[config.mk]
export PLATFORM = sky130hd
export DESIGN_NAME = light_range_bisection
export DESIGN_NICKNAME = d
export VERILOG_FILES = /design/src/rtl/lrb_pkg.sv /design/src/rtl/light_range_bisection.sv /design/src/rtl/lrb_mul.sv /design/src/rtl/lrb_recip.sv
export SDC_FILE = /design/constraint.sdc
export NUM_CORES = 2
export LEC_CHECK = 0
export BUFFER_PORTS_ARGS = -buffer_cell sky130_fd_sc_hd__buf_2
export CAP_MARGIN = 20
export CORE_MARGIN = 2
export CORE_UTILIZATION = 38
export CTS_CLUSTER_SIZE = 30
export DETAILED_ROUTE_END_ITERATION = 10
export GPL_TIMING_DRIVEN = 0
export PLACE_DENSITY = 0.54
export SYNTH_ARGS = -nofsm -noshare
export SYNTH_HDL_FRONTEND = slang
export SYNTH_SLANG_ARGS = --single-unit
[constraint.sdc]
create_clock -name clk_i -period 9.6 [get_ports clk_i]
set_input_delay 0.96 -clock clk_i [delete_from_list [all_inputs] [get_ports clk_i]]
set_output_delay 0.96 -clock clk_i [all_outputs]
set_load 0.02 [all_outputs]
[src/rtl/lrb_pkg.sv]
// ----------------------------------------------------------------------------
// lrb_pkg: shared types and constants for the light range bisection block
// Payload structs, register indexes, outcome codes and fixed-point widths.
// ----------------------------------------------------------------------------
package lrb_pkg;

  localparam int unsigned LEVEL_W  = 17;  // Q1.16 level, 65536 = 1.0
  localparam int unsigned DIST_W   = 24;  // Q16.8 distance
  localparam int unsigned COEF_W   = 24;  // Q8.16 coefficient
  localparam int unsigned ITER_W   = 7;
  localparam int unsigned THR_W    = 16;
  localparam int unsigned OUTC_W   = 2;
  localparam int unsigned CFG_IDX_W = 3;
  localparam int unsigned CFG_DAT_W = 24;

  localparam int unsigned DEN_W    = 40;
  localparam int unsigned SUM_W    = 57;
  localparam int unsigned QUO_W    = 16;
  localparam int unsigned MUL_A_W  = 24;
  localparam int unsigned MUL_B_W  = 32;
  localparam int unsigned PROD_W   = MUL_A_W + MUL_B_W;

  localparam int unsigned ITER_BOUND = 64;

  localparam logic [DEN_W-1:0]   DEN_MAX = {DEN_W{1'b1}};
  localparam logic [LEVEL_W-1:0] ONE_Q16 = 17'd65536;

  // floor(x/10) = (x * 209716) >> 21 for every 17-bit x
  localparam logic [MUL_B_W-1:0] DIV10_MAGIC = 32'd209716;
  localparam int unsigned        DIV10_SHIFT = 21;

  // register indexes
  localparam logic [CFG_IDX_W-1:0] REG_ATTEN_CONST = 3'd0;
  localparam logic [CFG_IDX_W-1:0] REG_ATTEN_LIN   = 3'd1;
  localparam logic [CFG_IDX_W-1:0] REG_ATTEN_QUAD  = 3'd2;
  localparam logic [CFG_IDX_W-1:0] REG_FAR_DIST    = 3'd3;
  localparam logic [CFG_IDX_W-1:0] REG_MAX_ITER    = 3'd4;
  localparam logic [CFG_IDX_W-1:0] REG_ZERO_THR    = 3'd5;

  // register reset values
  localparam logic [COEF_W-1:0] RST_ATTEN_CONST = 24'd0;
  localparam logic [COEF_W-1:0] RST_ATTEN_LIN   = 24'd65536;
  localparam logic [COEF_W-1:0] RST_ATTEN_QUAD  = 24'd0;
  localparam logic [DIST_W-1:0] RST_FAR_DIST    = 24'd2560000;
  localparam logic [ITER_W-1:0] RST_MAX_ITER    = 7'd32;
  localparam logic [THR_W-1:0]  RST_ZERO_THR    = 16'd7;

  // outcome codes
  localparam logic [OUTC_W-1:0] OUTC_FOUND      = 2'd0;
  localparam logic [OUTC_W-1:0] OUTC_TOO_BRIGHT = 2'd1;
  localparam logic [OUTC_W-1:0] OUTC_EXHAUSTED  = 2'd2;
  localparam logic [OUTC_W-1:0] OUTC_UNUSED     = 2'd3;

  typedef struct packed {
    logic [LEVEL_W-1:0] target_level;
    logic [LEVEL_W-1:0] accuracy;
  } lrb_req_t;

  typedef struct packed {
    logic [DIST_W-1:0] distance;
    logic [OUTC_W-1:0] outcome;
  } lrb_res_t;

  typedef struct packed {
    logic             start;
    logic [DEN_W-1:0] den;
  } lrb_div_req_t;

  typedef struct packed {
    logic             done;
    logic [QUO_W-1:0] quo;
  } lrb_div_rsp_t;

endpackage

[src/rtl/light_range_bisection.sv]
// ----------------------------------------------------------------------------
// light_range_bisection: point light reach search
// Finds the distance at which a light's brightness falls into a level band.
// ----------------------------------------------------------------------------
// Usage:
//   Write coefficients and limits through cfg_we_i/cfg_idx_i/cfg_data_i while
//   busy_o is low. Raise start_i with req_i (target level, accuracy); the
//   request is taken when start_i is high and busy_o is low. busy_o stays
//   high until the result beat: done_o is high for exactly one cycle with
//   res_o (distance, outcome), and busy_o drops in that same cycle so the
//   next request may be taken there. The receiver cannot stall the result.
// Sequence:
//   Setup states S_ADJ and S_BAND, then one brightness evaluation for the far
//   check and one per bisection step (up to max_iterations, capped at 64). An
//   evaluation runs through the shared multiplier in S_DD, S_QH, S_QL, S_LD
//   and S_SUM, then S_DEN, plus the bit-serial divider in S_DIV when the
//   reciprocal is needed; one request at a time.
// Reset:
//   rst_ni clears the sequencer and loads the register reset values; no
//   request is pending after reset.
// ----------------------------------------------------------------------------
module light_range_bisection (
  input  logic                            clk_i,
  input  logic                            rst_ni,
  input  logic                            start_i,
  input  lrb_pkg::lrb_req_t               req_i,
  output logic                            busy_o,
  output logic                            done_o,
  output lrb_pkg::lrb_res_t               res_o,
  input  logic                            cfg_we_i,
  input  logic [lrb_pkg::CFG_IDX_W-1:0]   cfg_idx_i,
  input  logic [lrb_pkg::CFG_DAT_W-1:0]   cfg_data_i
);
  import lrb_pkg::*;

  typedef enum logic [10:0] {
    S_IDLE   = 11'b00000000001,
    S_ADJ    = 11'b00000000010,
    S_BAND   = 11'b00000000100,
    S_DD     = 11'b00000001000,
    S_QH     = 11'b00000010000,
    S_QL     = 11'b00000100000,
    S_LD     = 11'b00001000000,
    S_SUM    = 11'b00010000000,
    S_DEN    = 11'b00100000000,
    S_DIV    = 11'b01000000000,
    S_DECIDE = 11'b10000000000
  } lrb_state_e;

  function automatic logic [DIST_W-1:0] midpoint(input logic [DIST_W-1:0] lo,
                                                 input logic [DIST_W-1:0] hi);
    return lo + ((hi - lo) >> 1);
  endfunction

  // configuration registers
  logic [COEF_W-1:0] c_q, l_q, q_q;
  logic [DIST_W-1:0] far_q;
  logic [ITER_W-1:0] max_it_q;
  logic [THR_W-1:0]  zthr_q;

  // sequencer and datapath
  lrb_state_e          state_q, state_d;
  logic [LEVEL_W-1:0]  tgt_q, tgt_d, acc_q, acc_d, acc_n;
  logic signed [LEVEL_W+1:0] band_lo_q, band_lo_d;
  logic [LEVEL_W:0]    band_hi_q, band_hi_d;
  logic                far_chk_q, far_chk_d;
  logic [DIST_W-1:0]   lo_q, lo_d, hi_q, hi_d, d_q, d_d, lo_n, hi_n;
  logic [ITER_W-1:0]   iter_q, iter_d, budget;
  logic [15:0]         ddlo_q, ddlo_d;
  logic [SUM_W-1:0]    sum_q, sum_d;
  logic [LEVEL_W-1:0]  bright_q, bright_d;
  logic                done_q, done_d;
  lrb_res_t            res_q, res_d;
  logic [DEN_W-1:0]    den_sat, thresh;
  logic                too_dim, too_bright;

  logic [MUL_A_W-1:0]  mul_a;
  logic [MUL_B_W-1:0]  mul_b;
  logic [PROD_W-1:0]   prod;
  lrb_div_req_t        div_req;
  lrb_div_rsp_t        div_rsp;

  lrb_mul u_mul (
    .clk_i  (clk_i),
    .a_i    (mul_a),
    .b_i    (mul_b),
    .prod_o (prod)
  );

  lrb_recip u_recip (
    .clk_i  (clk_i),
    .rst_ni (rst_ni),
    .req_i  (div_req),
    .rsp_o  (div_rsp)
  );

  assign budget  = (max_it_q > ITER_W'(ITER_BOUND)) ? ITER_W'(ITER_BOUND) : max_it_q;
  assign den_sat = (sum_q > SUM_W'(DEN_MAX)) ? DEN_MAX : sum_q[DEN_W-1:0];
  assign thresh  = far_chk_q ? DEN_W'(acc_q) : DEN_W'(zthr_q);

  assign too_dim    = $signed({2'b00, bright_q}) < band_lo_q;
  assign too_bright = {1'b0, bright_q} > band_hi_q;

  always_comb begin
    state_d   = state_q;
    tgt_d     = tgt_q;
    acc_d     = acc_q;
    acc_n     = acc_q;
    band_lo_d = band_lo_q;
    band_hi_d = band_hi_q;
    far_chk_d = far_chk_q;
    lo_d      = lo_q;
    hi_d      = hi_q;
    lo_n      = lo_q;
    hi_n      = hi_q;
    d_d       = d_q;
    iter_d    = iter_q;
    ddlo_d    = ddlo_q;
    sum_d     = sum_q;
    bright_d  = bright_q;
    done_d    = 1'b0;
    res_d     = res_q;
    mul_a     = '0;
    mul_b     = '0;
    div_req.start = 1'b0;
    div_req.den   = den_sat;

    unique case (state_q)
      S_IDLE: begin
        if (start_i) begin
          tgt_d   = req_i.target_level;
          acc_d   = req_i.accuracy;
          state_d = S_ADJ;
        end
      end
      S_ADJ: begin
        mul_a   = MUL_A_W'(tgt_q);
        mul_b   = DIV10_MAGIC;
        state_d = S_BAND;
      end
      S_BAND: begin
        if (tgt_q != '0 && acc_q >= tgt_q) begin
          acc_n = prod[DIV10_SHIFT +: LEVEL_W];
        end
        acc_d     = acc_n;
        band_lo_d = $signed({2'b00, tgt_q}) - $signed({2'b00, acc_n});
        band_hi_d = {1'b0, tgt_q} + {1'b0, acc_n};
        d_d       = far_q;
        far_chk_d = 1'b1;
        state_d   = S_DD;
      end
      S_DD: begin
        mul_a   = d_q;
        mul_b   = MUL_B_W'(d_q);
        state_d = S_QH;
      end
      S_QH: begin
        mul_a   = q_q;
        mul_b   = prod[47:16];
        ddlo_d  = prod[15:0];
        state_d = S_QL;
      end
      S_QL: begin
        mul_a   = q_q;
        mul_b   = MUL_B_W'(ddlo_q);
        sum_d   = SUM_W'(prod);
        state_d = S_LD;
      end
      S_LD: begin
        mul_a   = l_q;
        mul_b   = MUL_B_W'(d_q);
        sum_d   = sum_q + SUM_W'(prod >> 16);
        state_d = S_SUM;
      end
      S_SUM: begin
        sum_d   = sum_q + SUM_W'(prod >> 8) + SUM_W'(c_q);
        state_d = S_DEN;
      end
      S_DEN: begin
        // at or below 2^16 the reciprocal clips to full brightness anyway
        if (den_sat <= thresh || den_sat <= DEN_W'(ONE_Q16)) begin
          bright_d = ONE_Q16;
          state_d  = S_DECIDE;
        end else begin
          div_req.start = 1'b1;
          state_d       = S_DIV;
        end
      end
      S_DIV: begin
        if (div_rsp.done) begin
          bright_d = {1'b0, div_rsp.quo};
          state_d  = S_DECIDE;
        end
      end
      S_DECIDE: begin
        if (far_chk_q) begin
          far_chk_d = 1'b0;
          lo_d      = '0;
          hi_d      = far_q;
          iter_d    = '0;
          d_d       = midpoint('0, far_q);
          if (too_bright) begin
            res_d.distance = far_q;
            res_d.outcome  = OUTC_TOO_BRIGHT;
            done_d         = 1'b1;
            state_d        = S_IDLE;
          end else if (budget == '0) begin
            res_d.distance = midpoint('0, far_q);
            res_d.outcome  = OUTC_EXHAUSTED;
            done_d         = 1'b1;
            state_d        = S_IDLE;
          end else begin
            state_d = S_DD;
          end
        end else begin
          if (too_dim) begin
            hi_n = d_q;
          end else if (too_bright) begin
            lo_n = d_q;
          end
          lo_d   = lo_n;
          hi_d   = hi_n;
          iter_d = iter_q + 1'b1;
          d_d    = midpoint(lo_n, hi_n);
          if (!too_dim && !too_bright) begin
            res_d.distance = d_q;
            res_d.outcome  = OUTC_FOUND;
            done_d         = 1'b1;
            state_d        = S_IDLE;
          end else if (iter_q + 1'b1 == budget) begin
            res_d.distance = midpoint(lo_n, hi_n);
            res_d.outcome  = OUTC_EXHAUSTED;
            done_d         = 1'b1;
            state_d        = S_IDLE;
          end else begin
            state_d = S_DD;
          end
        end
      end
      default: begin
        state_d = S_IDLE;
      end
    endcase
  end

  always_ff @(posedge clk_i or negedge rst_ni) begin
    if (!rst_ni) begin
      state_q   <= S_IDLE;
      done_q    <= 1'b0;
      far_chk_q <= 1'b0;
      iter_q    <= '0;
    end else begin
      state_q   <= state_d;
      done_q    <= done_d;
      far_chk_q <= far_chk_d;
      iter_q    <= iter_d;
    end
  end

  always_ff @(posedge clk_i) begin
    tgt_q     <= tgt_d;
    acc_q     <= acc_d;
    band_lo_q <= band_lo_d;
    band_hi_q <= band_hi_d;
    lo_q      <= lo_d;
    hi_q      <= hi_d;
    d_q       <= d_d;
    ddlo_q    <= ddlo_d;
    sum_q     <= sum_d;
    bright_q  <= bright_d;
    res_q     <= res_d;
  end

  // configuration writes; unknown indexes drop
  always_ff @(posedge clk_i or negedge rst_ni) begin
    if (!rst_ni) begin
      c_q      <= RST_ATTEN_CONST;
      l_q      <= RST_ATTEN_LIN;
      q_q      <= RST_ATTEN_QUAD;
      far_q    <= RST_FAR_DIST;
      max_it_q <= RST_MAX_ITER;
      zthr_q   <= RST_ZERO_THR;
    end else if (cfg_we_i) begin
      unique case (cfg_idx_i)
        REG_ATTEN_CONST: c_q      <= cfg_data_i[COEF_W-1:0];
        REG_ATTEN_LIN:   l_q      <= cfg_data_i[COEF_W-1:0];
        REG_ATTEN_QUAD:  q_q      <= cfg_data_i[COEF_W-1:0];
        REG_FAR_DIST:    far_q    <= cfg_data_i[DIST_W-1:0];
        REG_MAX_ITER:    max_it_q <= cfg_data_i[ITER_W-1:0];
        REG_ZERO_THR:    zthr_q   <= cfg_data_i[THR_W-1:0];
        default: begin
        end
      endcase
    end
  end

  assign busy_o = (state_q != S_IDLE);
  assign done_o = done_q;
  assign res_o  = res_q;

endmodule

[src/rtl/lrb_mul.sv]
// ----------------------------------------------------------------------------
// lrb_mul: shared unsigned multiplier
// One 24 x 32 product per cycle, registered at the output.
// ----------------------------------------------------------------------------
module lrb_mul (
  input  logic                         clk_i,
  input  logic [lrb_pkg::MUL_A_W-1:0]  a_i,
  input  logic [lrb_pkg::MUL_B_W-1:0]  b_i,
  output logic [lrb_pkg::PROD_W-1:0]   prod_o
);
  import lrb_pkg::*;

  logic [PROD_W-1:0] prod_q;

  always_ff @(posedge clk_i) begin
    prod_q <= PROD_W'(a_i) * PROD_W'(b_i);
  end

  assign prod_o = prod_q;

endmodule

[src/rtl/lrb_recip.sv]
// ----------------------------------------------------------------------------
// lrb_recip: iterative reciprocal
// Computes floor(2^32 / den) one quotient bit per cycle
// for a denominator above 2^16 so the quotient fits in 16 bits.
// ----------------------------------------------------------------------------
module lrb_recip (
  input  logic                  clk_i,
  input  logic                  rst_ni,
  input  lrb_pkg::lrb_div_req_t req_i,
  output lrb_pkg::lrb_div_rsp_t rsp_o
);
  import lrb_pkg::*;

  localparam int unsigned REM_W = 33;
  localparam int unsigned DSH_W = DEN_W + QUO_W - 1;
  localparam int unsigned CNT_W = $clog2(QUO_W);

  logic [REM_W-1:0] rem_q;
  logic [DSH_W-1:0] dsh_q;
  logic [QUO_W-1:0] quo_q;
  logic [CNT_W-1:0] cnt_q;
  logic             busy_q;
  logic             done_q;
  logic             fits;

  assign fits = (dsh_q <= DSH_W'(rem_q));

  always_ff @(posedge clk_i or negedge rst_ni) begin
    if (!rst_ni) begin
      busy_q <= 1'b0;
      done_q <= 1'b0;
      cnt_q  <= '0;
    end else begin
      done_q <= 1'b0;
      if (req_i.start) begin
        busy_q <= 1'b1;
        cnt_q  <= '0;
      end else if (busy_q) begin
        cnt_q <= cnt_q + 1'b1;
        if (cnt_q == CNT_W'(QUO_W - 1)) begin
          busy_q <= 1'b0;
          done_q <= 1'b1;
        end
      end
    end
  end

  always_ff @(posedge clk_i) begin
    if (req_i.start) begin
      rem_q <= REM_W'(1) << 32;
      dsh_q <= {req_i.den, {(QUO_W-1){1'b0}}};
      quo_q <= '0;
    end else if (busy_q) begin
      // restoring step: subtract the shifted divisor where it fits
      if (fits) begin
        rem_q <= rem_q - dsh_q[REM_W-1:0];
      end
      quo_q <= {quo_q[QUO_W-2:0], fits};
      dsh_q <= dsh_q >> 1;
    end
  end

  assign rsp_o.done = done_q;
  assign rsp_o.quo  = quo_q;

endmodule

=== Yosys cells after proc, flatten, opt, wreduce, memory -nomap -nowiden ===
Cells that the tools add are included.

* $add $sub $neg: 10
* Multipliers: 1
* Divide/modulo/power cells: 0
* $lt $le $gt $ge: 8
* Equality and inequality tests: 23
* Shift-type cells: 0
* Muxes and demuxes: 57
* Bitwise operators: 0
* Reductions and logical operators: 28

{| class="wikitable"
|+ Operators by type and width
! operator !! count
|-
| 24-bit 2-to-1 mux || 9
|-
| 57-bit one-hot mux with 3 select lines || 1
|-
| 26-bit 2-to-1 mux || 5
|-
| 32-bit one-hot mux with 4 select lines || 1
|-
| 11-bit one-hot mux with 11 select lines || 1
|-
| 55-bit 2-to-1 mux || 2
|-
| 17-bit 2-to-1 mux || 6
|-
| 24-bit one-hot mux with 4 select lines || 1
|-
| 17-bit one-hot mux with 2 select lines || 2
|-
| 57-bit by 24-bit adder with 57-bit output || 1
|-
| 57-bit by 40-bit adder with 57-bit output || 1
|-
| 57-bit by 48-bit adder with 57-bit output || 1
|-
| 57-bit by 40-bit greater-than comparator with 1-bit output (second input constant) || 1
|-
| 24-bit by 32-bit multiplier with 56-bit output || 1
|-
| 55-bit by 33-bit less-or-equal comparator with 1-bit output || 1
|-
| 24-bit one-hot mux with 2 select lines || 1
|-
| 11-bit 2-to-1 mux || 4
|-
| 40-bit by 17-bit less-or-equal comparator with 1-bit output || 1
|-
| 40-bit by 17-bit less-or-equal comparator with 1-bit output (second input constant) || 1
|-
| 40-bit 2-to-1 mux || 1
|-
| 33-bit subtractor || 1
|-
| 24-bit by 23-bit adder with 24-bit output || 1
|-
| 4-bit 2-to-1 mux || 6
|-
| 24-bit subtractor || 1
|-
| 42 further kinds || 76
|}

* Register bits after elaboration: 564
* Latch bits: 0
* Bits in writable memories: 0
* Memory bits (read-only): 0
* Bits of input ports: 65
* Output and inout port bits: 28
* Word-level logic and storage cells: 157
* Memories: 0

=== Depth between registers and ports, before layout ===
* Depth in word-level cells: 10
* Depth in mapped cells: 39
* Mapped depth without buffers: 34

=== Modules after synthesis ===
From an unflattened synthesis, not the netlist that was laid out.

* Cells, all modules: 6567
* Area, all modules: 61974.4 um2

{| class="wikitable"
|+ By module, submodules not included
! module !! times used !! cells an instance !! area an instance (um2) !! sequential area each (um2)
|-
| light_range_bisection || 1 || 2876 || 28895.2 || 11209.5
|-
| lrb_mul || 1 || 2928 || 26111.3 || 1121.1
|-
| lrb_recip || 1 || 763 || 6967.9 || 2632.5
|}

=== Least setup slack after synthesis ===
Ideal clock, no wire load.

* Path type: register -> register
* Start point: reg state_q[1]
* End point: reg u_mul.prod_q[53] (netlist: u_mul.prod_o[53])
* Setup time: 0.123 ns
* Arrival time: 8.907 ns
* Required time: 9.477 ns
* Slack: 0.569 ns
* Cell stages (with the launch flop): 38
* Buffers on the path: 5
* Period minus slack after synthesis: 9.031 ns
* Cell sequence: dfrtp_1 nor4_1 nor2b_1 nand2_1 or3_1 nor3b_2 or2_1 buf_4 buf_4 a221o_1 buf_2 buf_2 nand2_1 fa_1 inv_1 fa_1 inv_1 fa_1 [2 not listed] fa_1 fa_1 inv_1 fa_1 inv_1 ha_1 clkbuf_1 a211o_1 a31oi_1 o21ai_1 a211o_1 o21ai_1 o21ai_1 a31oi_1 o21ai_1 a2111oi_0 a21oi_1 xor2_1

* Cells in the longest elaborated chain, start to end: 4
* Elaborated cells on any way between the ends: 10
* Those cells by class: mul (1); eq/ne (5); mux (2); reduce/logical (2)

{| class="wikitable"
|+ Ends and longest elaborated chain
! item !! RTL line !! RTL
|-
| start: declaration || light_range_bisection.sv:62 || <nowiki>lrb_state_e state_q, state_d;</nowiki>
|-
| start signal: assignment || light_range_bisection.sv:253 || <nowiki>state_q <= state_d;</nowiki>
|-
| 11-bit by 6-bit == test with 1-bit output, or another cell as far along || light_range_bisection.sv:128 || <nowiki>unique case (state_q)</nowiki>
|-
| 2-bit OR reduction (no line) || n/a ||
|-
| 24-bit one-hot mux with 4 select lines or 32-bit one-hot mux with 4 select lines (tied branches) || light_range_bisection.sv:128 ||
|-
| 24-bit by 32-bit multiplier with 56-bit output * || lrb_mul.sv:16 || <nowiki>prod_q <= PROD_W'(a_i) * PROD_W'(b_i);</nowiki>
|-
| end signal: assignment || lrb_mul.sv:16 ||
|-
| end: declaration || lrb_mul.sv:13 || <nowiki>logic [PROD_W-1:0] prod_q;</nowiki>
|}

Mark *: on every way between the ends. The rest lies on a longest branch, timed or not.
A chain may end at the register's enable or synchronous reset.

=== Worst setup path after layout ===
* Start point: reg state_q[2]
* End point: reg u_mul.prod_q[53] (netlist: u_mul.prod_o[53])

The elaborated chain is that of the path after synthesis.

==> flow_summary.json <==
{
  "hold_viol": 0,
  "syn_area_per_cell_um2": 9.223,
  "clkTransAtPathRegs_ns": 0.07,
  "endpoint_kind": "flop",
  "vias": 50030,
  "wl_per_cell_um": 25.09,
  "layout.nets": 8152,
  "start_util_pct": 38.38,
  "syn_to_final_growth_pct": 14.85,
  "cts_buffer_depth": 3,
  "p_per_area_mw_per_mm2": 142.7,
  "wl_mm": 226.6,
  "portBuffers": 90,
  "ys_async_sr_fraction_pct": 25.80,
  "io-pin-count": 93,
  "grt_max_degree": 80,
  "ys_warn_count": 0,
  "dp_cells": 8790,
  "drtIter0Drc": 4433,
  "slew_headroom_pct": 10.28,
  "dieArea_mm2": 0.1636,
  "crit_path_start_kind": "flop",
  "nFillCells": 15510,
  "clk_root_buffer_cell": "clkbuf_16",
  "cp_max_fo": 8,
  "postCtsHoldBufs": 0,
  "fin_ws_ns": 0.1056,
  "syn_area_mm2": 0.06093,
  "fin_crit_ns": 9.494,
  "slowest_stage": "fa_1",
  "drcViolationCount": 0,
  "grt-ovfl-total": 0,
  "firstDrtPassIters": 6,
  "core_area_mm2": 0.1587,
  "grt_pass1_wl_mm": 333.4,
  "cts_buffers": 69,
  "ant_nets": 0,
  "die_w_um": 404.4,
  "crit_buf_inv": 9,
  "gp_congestion": 0.9572,
  "htreeDepth": 3,
  "crit_top_cell": "fa_1",
  "cts_sinks": 562,
  "worstSkewPairLatency_ns": 0.67,
  "critPathTopFamily": "adder cells",
  "drive_above_1_share_pct": 13.14,
  "cts_tree": "done",
  "chipHeight_um": 404.4,
  "finClkSkew_ns": 0.04384,
  "regArea_mm2": 0.01497,
  "tightest_slew_ns": 1.344,
  "multi_input_area_mm2": 0.04228,
  "hold_path_class": "in -> async",
  "crit_type": "reg -> reg",
  "worstPathArrival_ns": 10.04,
  "antenna_found_initial": 38,
  "final_cells": 9031,
  "fin_crit_sh_pct": 98.90,
  "slowest_delay_ns": 0.61,
  "grt_usage_pct": 27.61,
  "pre_cts_slack_ns": -2.970,
  "synth_edf_count": 297,
  "grt_pass1_vias": 50430,
  "syn_inst": 6606,
  "synth_seq_cells": 562,
  "ir_worst_vdd_mv": 0.1237,
  "viasPerCell": 5.539,
  "rsz0062_at_grt": "yes",
  "max_freq_ghz": 0.1053,
  "p_leak_nw": 32.30,
  "ys.flop_type": "edfxtp_1",
  "hold_slack_ns": 0.2670,
  "syn-num-nets": 7868,
  "yosysSeqAreaShare_pct": 24.56,
  "place_hpwl_mm": 179.7,
  "slew_violations": 0,
  "synth_cell_types": 97,
  "outcome": "completed",
  "num_rows": 146,
  "setup_viol": 0,
  "cap_violations": 0,
  "cp_data_required_time_ns": 10.15
}
## synthesized netlist by cell type, drive strengths merged, types with 41 or more instances
cell type    n  share of area [%]
nand2      853                5.3
a31oi       41               0.42
nor3        41               0.34
clkbuf     230                1.4
a22oi       67               0.83
xnor2      144                2.1
o21ai      318                2.6
ha         508                 10
a21oi      296                2.4
xor2       100                1.4
a21o       148                1.8
buf         74               0.59
nand3       74               0.61
nor2       521                3.2
and3        49               0.50
and2        76               0.78
edfxtp     297                 15
mux2i      127                2.1
dfxtp      120                3.9
inv        996                6.1
dfrtp      134                5.5
mux2       168                3.1
fa         689                 23
nor2b       43               0.45
## final cells by class
type | count | area share (%)
Antenna cell | 12 | 0.04292
Buffer | 271 | 2.825
Clock buffer | 93 | 2.686
Clock inverter | 35 | 0.7135
Inverter | 997 | 5.350
Multi-Input combinational cell | 4744 | 60.42
Sequential cell | 562 | 21.39
Tap cell | 2072 | 3.705
Timing Repair Buffer | 245 | 2.865
## repair_timing
| action | CTS | global route |
|---|---|---|
| setup endpoints to repair | 38 | 27 |
| resized for setup | 371 | 281 |
| pin swaps | 39 | 106 |
| gates cloned | 2 | 6 |
| endpoints found under the hold margin | 0 | 0 |
| buffers inserted | 50 | 76 |
## metrics by stage
step / instance area (µm²) / setup TNS, ns / power (mW) / util, %
global route: 69940 / -0.6483 / 10.45 / 44.06
global placement: 63970 / -96.25 / 6.745 / 40.30
detailed placement: 64290 / -63.02 / 6.809 / 40.50
CTS: 68380 / -0.05629 / 9.785 / 43.08
floorplan: 60930 / 0 / 5.474 / -
finish: 69970 / 0 / 9.986 / 44.08
## state kept, by name, indices dropped and copies added (netlist names), 7 cells and up
signal,flops
hi_q,24
band_hi_q,17
acc_q,17
sum_q,57
zthr_q,16
u_recip.rem_q,33
state_q,11
u_recip.dsh_q,55
bright_q,17
lo_q,24
tgt_q,17
far_q,24
u_mul.prod_o,56
iter_q,7
q_q,24
band_lo_q,18
ddlo_q,16
u_recip.quo_q,16
d_q,24
max_it_q,7
l_q,24
res_o,26
c_q,24
## power breakdown
part / leakage, nW / internal, mW / switching, mW
combinational: 25.6 / 1.54 / 2.45
clock: 1.15 / 1.62 / 1.16
sequential: 5.59 / 2.89 / 0.334
total: 32.3 / 6.05 / 3.94
## worst paths after layout
check / endpoint / startpoint / cells after the start / slack, ns
hold / removal: c_q[23] / rst_ni / 1 / 0.27
setup / recovery: u_mul.prod_o[53] / state_q[2] / 36 / 0.11
setup reg to reg: u_mul.prod_o[53] / state_q[2] / 36 / 0.11
max in group asynchronous: far_q[16] / rst_ni / 2 / 8.33
hold reg to reg: ddlo_q[0] / u_mul.prod_o[0] / 0 / 0.45
min in group clk_i: ddlo_q[0] / u_mul.prod_o[0] / 0 / 0.45
## cells in the final DEF, fill, tap and decap left out, types with 19 or more instances in the layout
master     count
inv_1        985
nand2_1      831
fa_1         680
nor2_1       495
ha_1         488
edfxtp_1     297
a21oi_1      281
o21ai_0      273
mux2_2       167
clkbuf_1     149
a21o_1       148
xnor2_1      138
buf_4        132
dfrtp_1      132
mux2i_1      127
dfxtp_1      120
buf_2        100
xor2_1        98
clkbuf_16     76
nand3_1       72
and2_1        62
a22oi_1       59
and3_1        47
nor2b_1       41
nand4_1       40
nor3_1        40
buf_6         40
a31oi_1       38
o21bai_1      37
a211oi_1      30
buf_12        30
nor4_1        28
o21a_1        28
o21ai_1       27
or2_2         24
nand2b_1      24
nor2_2        22
clkbuf_4      19
## metal layers
| metal | wire length [µm] | global-route usage, % | vias to the layer above |
|---|---|---|---|
| met5 | 119 | 0 | - |
| met4 | 12850 | 13.20 | 20 |
| met3 | 21570 | 7.007 | 536 |
| met2 | 98380 | 42.22 | 2122 |
| met1 | 93670 | 36.48 | 24940 |
| li1 | - | - | 22410 |
## logic make-up after synthesis
logic type	after synthesis	share of synthesized area, %
fa+ha+maj	1197	33.07
mux	295	5.192
flops	562	24.56
compound gates	1156	12.16
xor+xnor	244	3.508
buf+inv	1301	8.149
simple gates	1851	13.37
Note: power is estimated with default switching activity, not from simulation.
